[config.mk]
export PLATFORM = sky130hd
export DESIGN_NAME = barrier_servo_slew_interlock_unit
export DESIGN_NICKNAME = d
export VERILOG_FILES = /design/src/bssi_pkg.sv /design/src/barrier_servo_slew_interlock_unit.sv
export SDC_FILE = /design/constraint.sdc
export NUM_CORES = 1
export LEC_CHECK = 0
export BUFFER_PORTS_ARGS = -buffer_cell sky130_fd_sc_hd__clkbuf_2
export CAP_MARGIN = 20
export CORE_UTILIZATION = 53
export CTS_CLUSTER_SIZE = 10
export DETAILED_ROUTE_END_ITERATION = 8
export GPL_TIMING_DRIVEN = 0
export HOLD_SLACK_MARGIN = 0.15
export PLACE_DENSITY = 0.7
export SLEW_MARGIN = 20
export SYNTH_ARGS = -nofsm -noshare
export SYNTH_HDL_FRONTEND = slang
export SYNTH_SLANG_ARGS = --single-unit
export TNS_END_PERCENT = 5
[constraint.sdc]
create_clock -name clock -period 9.2 [get_ports clock]
set_clock_uncertainty 0.05 [all_clocks]
set_input_delay 0.46 -clock clock [delete_from_list [all_inputs] [get_ports clock]]
set_output_delay 0.46 -clock clock [all_outputs]
set_load 0.005 [all_outputs]
[src/bssi_pkg.sv]
`default_nettype none

package bssi_pkg;

   // width of the internal duty state; the result field carries its low 16 bits
   localparam int DUTY_BITS = 16;

   localparam logic [7:0]  UP_ANGLE_RESET   = 8'd90;
   localparam logic [7:0]  DOWN_ANGLE_RESET = 8'd0;
   localparam logic [7:0]  SLEW_STEP_RESET  = 8'd2;
   localparam logic [15:0] PULSE_MIN_RESET  = 16'd1638;
   localparam logic [15:0] PULSE_MAX_RESET  = 16'd7864;
   localparam logic [7:0]  ANGLE_LIMIT      = 8'd180;

   // duty of the reset angle with the reset pulse range, saturated to the duty width
   localparam int DUTY_TOP       = (2 ** DUTY_BITS) - 1;
   localparam int DUTY_RESET_RAW = 1638 + ((7864 - 1638) * 90) / 180;
   localparam int DUTY_RESET     = (DUTY_RESET_RAW > DUTY_TOP) ? DUTY_TOP : DUTY_RESET_RAW;

   // floor(x / 45) = (x * RECIP_45) >> RECIP_SHIFT, exact for x below 2^28 / 29
   localparam int          RECIP_SHIFT = 28;
   localparam logic [22:0] RECIP_45    = 23'd5965233;

   typedef enum logic [1:0] {
      KIND_TICK    = 2'd0,
      KIND_REQUEST = 2'd1,
      KIND_FORCE   = 2'd2
   } kind_type;

   typedef enum logic [2:0] {
      CSR_UP_ANGLE   = 3'd0,
      CSR_DOWN_ANGLE = 3'd1,
      CSR_SLEW_STEP  = 3'd2,
      CSR_PULSE_MIN  = 3'd3,
      CSR_PULSE_MAX  = 3'd4
   } csr_index_type;

   // result fields that ride along the duty pipeline
   typedef struct packed {
      logic       relay_on;
      logic [7:0] position;
      logic       target_reached;
      logic       estop_held;
      logic       estop_pressed;
      logic       estop_released;
      logic       barrier_closed;
      logic       barrier_open;
      logic       duty_update;
   } res_fields_type;

endpackage

`default_nettype wire

[src/barrier_servo_slew_interlock_unit.sv]
`default_nettype none
// Pipeline: rsp_tvalid rises once the request transfer has passed five register stages
// (input register, duty multiply, magnitude, reciprocal multiply by 1/45, offset and clamp).
// Throughput: one item per cycle while rsp_tready allows; the angle and interlock state update
// in the accept cycle, and the duty map runs in a stalling pipeline with a valid bit per stage.
// Reset: synchronous, active high; position and target return to 90, relay off, duty to its 90 degree value.
module barrier_servo_slew_interlock_unit
   import bssi_pkg::*;
(
   input  wire logic        clock,
   input  wire logic        reset,
   // configuration write channel
   input  wire logic        csr_valid,
   output logic             csr_ready,
   input  wire logic [2:0]  csr_index,
   input  wire logic [15:0] csr_data,
   // request stream
   input  wire logic        req_tvalid,
   output logic             req_tready,
   input  wire logic [15:0] req_tdata,  // [7:0] angle, [8] estop, [9] fault_present, rest 0
   input  wire logic [1:0]  req_tuser,  // [1:0] kind
   // result stream
   output logic             rsp_tvalid,
   input  wire logic        rsp_tready,
   output logic [31:0]      rsp_tdata   // [0] relay_on, [16:1] servo_duty, [24:17] position,
                                        // [25] target_reached, [26] estop_held,
                                        // [27] estop_pressed_event, [28] estop_released_event,
                                        // [29] barrier_closed_event, [30] barrier_open_event
);

   // configuration
   logic [7:0]  down_angle_ff, slew_step_ff;
   logic [15:0] pulse_min_ff, pulse_max_ff;

   // architectural state
   logic [7:0] current_pos_ff, current_pos_in;
   logic [7:0] target_pos_ff, target_pos_in;
   logic       estop_prev_ff, estop_prev_in;
   logic       done_prev_ff, done_prev_in;
   logic       relay_state_ff, relay_state_in;

   // pipeline
   logic                 v1_ff, v2_ff, v3_ff, v4_ff, out_v_ff;
   res_fields_type       f1_ff, f2_ff, f3_ff, f4_ff, out_f_ff;
   res_fields_type       f1_in;
   logic [7:0]           duty_angle_ff, duty_angle_in;
   logic signed [25:0]   prod_ff;
   logic [21:0]          mag_q4_ff;
   logic                 neg3_ff, neg4_ff;
   logic [15:0]          quot_ff;
   logic [DUTY_BITS-1:0] duty_ff;

   logic rdy1, rdy2, rdy3, rdy4, move_out, accept;

   logic [7:0] angle_in;
   logic       estop_in, fault_in;
   kind_type   kind_in;

   assign angle_in = req_tdata[7:0];
   assign estop_in = req_tdata[8];
   assign fault_in = req_tdata[9];
   assign kind_in  = kind_type'(req_tuser);

   assign move_out   = !out_v_ff || rsp_tready;
   assign rdy4       = !v4_ff || move_out;
   assign rdy3       = !v3_ff || rdy4;
   assign rdy2       = !v2_ff || rdy3;
   assign rdy1       = !v1_ff || rdy2;
   assign req_tready = rdy1;
   assign accept     = req_tvalid && req_tready;
   assign csr_ready  = 1'b1;

   // ---------------- configuration writes ----------------
   always_ff @(posedge clock) begin
      if (reset) begin
         down_angle_ff <= DOWN_ANGLE_RESET;
         slew_step_ff  <= SLEW_STEP_RESET;
         pulse_min_ff  <= PULSE_MIN_RESET;
         pulse_max_ff  <= PULSE_MAX_RESET;
      end else if (csr_valid && csr_ready) begin
         case (csr_index_type'(csr_index))
            CSR_UP_ANGLE:   ; // raised angle write is ignored; the reset position is fixed
            CSR_DOWN_ANGLE: down_angle_ff <= csr_data[7:0];
            CSR_SLEW_STEP:  slew_step_ff  <= csr_data[7:0];
            CSR_PULSE_MIN:  pulse_min_ff  <= csr_data;
            CSR_PULSE_MAX:  pulse_max_ff  <= csr_data;
            default:        ;
         endcase
      end
   end

   // ---------------- state update for one item ----------------
   logic [8:0] up_sum;
   logic [7:0] down_diff;
   logic       done_now;

   always_comb begin
      current_pos_in = current_pos_ff;
      target_pos_in  = target_pos_ff;
      estop_prev_in  = estop_prev_ff;
      done_prev_in   = done_prev_ff;
      relay_state_in = relay_state_ff;
      duty_angle_in  = current_pos_ff;
      f1_in          = '0;
      up_sum         = {1'b0, current_pos_ff} + {1'b0, slew_step_ff};
      down_diff      = (current_pos_ff > slew_step_ff) ? (current_pos_ff - slew_step_ff) : 8'd0;
      done_now       = 1'b0;

      case (kind_in)
         KIND_TICK: begin
            f1_in.estop_pressed  = estop_in && !estop_prev_ff;
            f1_in.estop_released = !estop_in && estop_prev_ff;
            estop_prev_in        = estop_in;
            relay_state_in       = !estop_in && !fault_in;
            if (current_pos_ff < target_pos_ff) begin
               current_pos_in    = (up_sum > {1'b0, target_pos_ff}) ? target_pos_ff
                                                                    : up_sum[7:0];
               f1_in.duty_update = 1'b1;
            end else if (current_pos_ff > target_pos_ff) begin
               current_pos_in    = (down_diff < target_pos_ff) ? target_pos_ff : down_diff;
               f1_in.duty_update = 1'b1;
            end
            done_now = (current_pos_in == target_pos_ff);
            if (done_now && !done_prev_ff) begin
               f1_in.barrier_closed = (target_pos_ff == down_angle_ff);
               f1_in.barrier_open   = (target_pos_ff != down_angle_ff);
            end
            done_prev_in  = done_now;
            duty_angle_in = current_pos_in;
         end
         KIND_REQUEST: begin
            target_pos_in = angle_in;
            done_prev_in  = 1'b0;
         end
         KIND_FORCE: begin
            relay_state_in    = 1'b0;
            target_pos_in     = down_angle_ff;
            current_pos_in    = down_angle_ff;
            duty_angle_in     = down_angle_ff;
            f1_in.duty_update = 1'b1;
         end
         default: ;
      endcase

      f1_in.relay_on       = relay_state_in;
      f1_in.position       = current_pos_in;
      f1_in.target_reached = (current_pos_in == target_pos_in);
      f1_in.estop_held     = estop_prev_in;
      if (duty_angle_in > ANGLE_LIMIT) begin
         duty_angle_in = ANGLE_LIMIT;
      end
   end

   always_ff @(posedge clock) begin
      if (reset) begin
         current_pos_ff <= UP_ANGLE_RESET;
         target_pos_ff  <= UP_ANGLE_RESET;
         estop_prev_ff  <= 1'b0;
         done_prev_ff   <= 1'b1;
         relay_state_ff <= 1'b0;
      end else if (accept) begin
         current_pos_ff <= current_pos_in;
         target_pos_ff  <= target_pos_in;
         estop_prev_ff  <= estop_prev_in;
         done_prev_ff   <= done_prev_in;
         relay_state_ff <= relay_state_in;
      end
   end

   // ---------------- duty map pipeline ----------------
   logic signed [16:0] span;
   logic signed [25:0] prod_in;
   logic [25:0]        mag;
   logic [44:0]        recip_prod;
   logic signed [17:0] offset_sum;
   logic signed [DUTY_BITS+17:0] duty_wide;
   logic signed [DUTY_BITS+17:0] duty_top_wide;
   logic [DUTY_BITS-1:0]         duty_new;

   assign span    = $signed({1'b0, pulse_max_ff}) - $signed({1'b0, pulse_min_ff});
   assign prod_in = span * $signed({1'b0, duty_angle_ff});
   assign mag     = prod_ff[25] ? 26'(-prod_ff) : 26'(prod_ff);
   assign recip_prod = {23'd0, mag_q4_ff} * {22'd0, RECIP_45};

   assign offset_sum    = neg4_ff ? ($signed({2'b00, pulse_min_ff}) - $signed({2'b00, quot_ff}))
                                  : ($signed({2'b00, pulse_min_ff}) + $signed({2'b00, quot_ff}));
   assign duty_wide     = {{DUTY_BITS{offset_sum[17]}}, offset_sum};
   assign duty_top_wide = {{18{1'b0}}, {DUTY_BITS{1'b1}}};

   always_comb begin
      if (duty_wide < 0) begin
         duty_new = '0;
      end else if (duty_wide > duty_top_wide) begin
         duty_new = {DUTY_BITS{1'b1}};
      end else begin
         duty_new = duty_wide[DUTY_BITS-1:0];
      end
   end

   always_ff @(posedge clock) begin
      if (reset) begin
         v1_ff    <= 1'b0;
         v2_ff    <= 1'b0;
         v3_ff    <= 1'b0;
         v4_ff    <= 1'b0;
         out_v_ff <= 1'b0;
         duty_ff  <= DUTY_BITS'(DUTY_RESET);
      end else begin
         if (rdy1) v1_ff <= accept;
         if (rdy2) v2_ff <= v1_ff;
         if (rdy3) v3_ff <= v2_ff;
         if (rdy4) v4_ff <= v3_ff;
         if (move_out) begin
            out_v_ff <= v4_ff;
            if (v4_ff && f4_ff.duty_update) begin
               duty_ff <= duty_new;
            end
         end
      end
   end

   always_ff @(posedge clock) begin
      if (accept) begin
         f1_ff         <= f1_in;
         duty_angle_ff <= duty_angle_in;
      end
      if (v1_ff && rdy2) begin
         f2_ff   <= f1_ff;
         prod_ff <= prod_in;
      end
      if (v2_ff && rdy3) begin
         f3_ff     <= f2_ff;
         mag_q4_ff <= mag[23:2];
         neg3_ff   <= prod_ff[25];
      end
      if (v3_ff && rdy4) begin
         f4_ff   <= f3_ff;
         quot_ff <= recip_prod[RECIP_SHIFT+15:RECIP_SHIFT];
         neg4_ff <= neg3_ff;
      end
      if (v4_ff && move_out) begin
         out_f_ff <= f4_ff;
      end
   end

   // ---------------- result ----------------
   logic [DUTY_BITS+15:0] duty_ext;
   assign duty_ext = {16'd0, duty_ff};

   assign rsp_tvalid = out_v_ff;
   assign rsp_tdata  = {1'b0,
                        out_f_ff.barrier_open,
                        out_f_ff.barrier_closed,
                        out_f_ff.estop_released,
                        out_f_ff.estop_pressed,
                        out_f_ff.estop_held,
                        out_f_ff.target_reached,
                        out_f_ff.position,
                        duty_ext[15:0],
                        out_f_ff.relay_on};

endmodule

`default_nettype wire

==> metrics.csv <==
stage,metric,value,unit
run_status,outcome,finished clean,
worst_setup_path,Critical Path Start Type,flop,
synthesis,warnings from Yosys,0,
timing,RSZ-0062 raised after global routing,no,
timing,Slew @ Worst Pin,1.16,ns
floorplan,core area,45300,sq um
grt,Tot GR Track Use,27.6,%
worst_setup_path,Crit Path Class,flop to flop,
layout,"commonest non-fill, non-tap cell in the layout",inv_1,
worst_hold_path,hold_sp,csr_data[6],
detailed_routing,drt pass-1 iters,5,
worst_setup_path,CP max FO,10,
clocking,# H-tree levels,1,
clocking,clk slew on worst S/H paths,0.06,ns
synthesis,syn nets,3149,
job,Max-Cap Viols,0,
synthesis,Post-synth EDFFs,152,
timing,sum of negative setup slack,0,ns
worst_hold_path,WHS Path Cells,3,
floorplan,Die Y,216,um
place,# placed instances,3214,
synthesis,Avg Inst Size Synth,9.57,sq um
timing,final hold viol count,0,
timing,Worst slew margin,22.1,%
detailed_routing,WL final,62800,um
worst_setup_path,worst endpoint required time,9.46,ns
detailed_routing,initial DRC count,1253,
layout,"commonest non-fill, non-tap cells in the layout","inv_1, ha_1, nand2_1",
clocking,postcts setup bufs,0,
layout,area delta synth->final,9.06,%
timing,fin crit period,8.18,ns
place,GP Congestion,0.940,
grt,initial antenna violation count,0,
clocking,CTS tree,done,
worst_setup_path,Critical Path Sink Type,flop,
clocking,clk root buf,clkbuf_16,
detailed_routing,WL/cell,19.2,um
detailed_routing,routed vias/inst,5.62,
worst_setup_path,reg2reg start,pulse_min_ff[1],
clocking,total CTS buffers,29,
grt,vias in the first global route,19300,
synthesis,Post-Syn Instances,2543,
synthesis,Yosys cell types,75,
floorplan,Top Ports,77,
clocking,clk buf depth,3,
floorplan,Starting Density,53.7,%
timing,fmax,122,MHz
synthesis,asr flop ratio synth,0,%
worst_hold_path,Hold EP,slew_step_ff[6],
timing,Final setup viols,0,
place,DP Wirelength,51400,um
grt,largest net degree at the start of global routing,26,
clocking,hold_buf cts,10,
clocking,clk sink count,240,
grt,first-pass GRT wire length,102000,um
layout,Final nets,3262,
worst_hold_path,worst min path class,input pin to flop,
detailed_routing,drt drc,0,
worst_setup_path,r2r setup slk,1.02,ns
grt,total gr overflow,0,
floorplan,Site Rows,78,
synthesis,post-synthesis cell area,24300,sq um
synthesis,"Seq/Total Area, Yosys",26.0,%
worst_setup_path,Arrival @ worst endpoint,8.45,ns
detailed_routing,Antenna Nets Post-Route,0,
timing,final max-slew violation count,0,
floorplan,Die Area,46800,sq um
timing,Final Cycle Share,88.9,%
place,IO Port Bufs,67,
clocking,worst-skew pair later-pin latency,0.56,ns
synthesis,Synth Flop Type,edfxtp_1,
floorplan,die width,216,um
worst_setup_path,Worst R2R Path Depth,25,
synthesis,Seq cells post-synth,240,
detailed_routing,DR vias,18400,
layout,fin cells,3276,
worst_setup_path,FF-to-FF End,prod_ff[25],
layout,diodes inserted,0,
layout,share of layout cells above drive strength 1,5.57,%
clocking,Post-CTS Resized,0,
==> critical path: stages, from the launching register on <==
cell and delay, ns:
dfxtp_1 0.66, fa_1 0.32, nor2b_1 0.07, o21a_1 0.18
o21ai_0 0.15, nand2b_1 0.10, a31o_2 0.27, a211oi_1 0.47
nor3_1 0.14, o32ai_1 0.88, clkbuf_1 0.38, nand2_1 0.19
fa_1 0.59, inv_1 0.06, fa_1 0.47, fa_1 0.50
inv_1 0.05, fa_1 0.53, inv_1 0.04, ha_1 0.35
a2111oi_0 0.36, o21ai_0 0.30, a211oi_1 0.39, o31ai_1 0.15
a21oi_1 0.20, xnor2_1 0.08
==> synthesized netlist by cell type, drive strengths merged (28+ instances only) <==
library cell / n / share of area (%)
a21oi: 124 / 2.6
and2: 60 / 1.5
clkbuf: 61 / 0.94
dfxtp: 88 / 7.2
edfxtp: 152 / 19
fa: 241 / 20
ha: 323 / 17
inv: 495 / 7.6
nand2: 245 / 3.8
nand3: 28 / 0.58
nor2: 88 / 1.4
nor2b: 32 / 0.82
nor3: 37 / 0.76
o21ai: 78 / 1.6
xnor2: 85 / 3.1
==> cell families (layout without fill, tap and decap cells) <==
kind of cell    Yosys count  in the layout  synth area share (%)
buf+inv                 564            697                  8.73
fa+ha+maj               564            564                  36.4
simple gates            631            631                  12.9
compound gates          423            423                  11.6
xor+xnor                109            109                  3.92
flops                   240            240                  26.0
mux                      10             10                 0.417
other cells               2              2                0.0309
==> flip-flops by register name, indices dropped and copies added (netlist names), 8 cells and up <==
signal / count
pulse_max_ff: 16
pulse_min_ff: 16
target_pos_ff: 8
slew_step_ff: 8
f4_ff: 16
mag_q4_ff: 22
down_angle_ff: 8
f3_ff: 16
duty_ff: 16
f1_ff: 16
duty_angle_ff: 8
current_pos_ff: 8
prod_ff: 25
quot_ff: 16
rsp_tdata: 15
f2_ff: 16
==> metrics by stage <==
step,utilization [%],hold slack (ns),setup WS (ns),instance area [sq um]
2_1_floorplan,-,0.350,2.44,24300
3_3_place_gp,56.1,0.351,1.28,25400
3_5_place_dp,56.5,0.355,1.17,25600
4_1_cts,58.6,0.176,1.13,26500
5_1_grt,58.6,0.174,0.428,26500
6_report,58.6,0.192,1.02,26500
==> worst max path at each step <==
stage | startpoint | endpoint
final | pulse_min_ff[1] | prod_ff[25]
after floorplan | mag_q4_ff[21] | quot_ff[9]
after global routing | pulse_min_ff[1] | prod_ff[25]
after global placement | mag_q4_ff[17] | quot_ff[9]
after detailed placement | pulse_min_ff[1] | prod_ff[25]
after CTS | pulse_min_ff[1] | prod_ff[25]
==> routing by layer <==
metal,global-route usage (%),part of all wire [%],vias up
li1,-,-,8692
met1,36.1,43,9066
met2,47.7,49,522
met3,3.49,5.4,120
met4,8.29,2.9,0
met5,0,0,-
==> final cells by class <==
| cell class | instances | area, sq um |
|---|---|---|
| fillers | 3964 | 18700 |
| multi-input cells | 1739 | 15900 |
| flip-flops and latches | 240 | 6330 |
| inverters | 496 | 1860 |
| clock buffers | 47 | 823 |
| well taps | 600 | 751 |
| repair buffers | 82 | 551 |
| plain buffers | 68 | 264 |
| clock inverters | 4 | 37.5 |
Power is left out: the tool's default activity adds up to more than one toggle a clock period on the data nets, which glitch-free logic cannot reach.
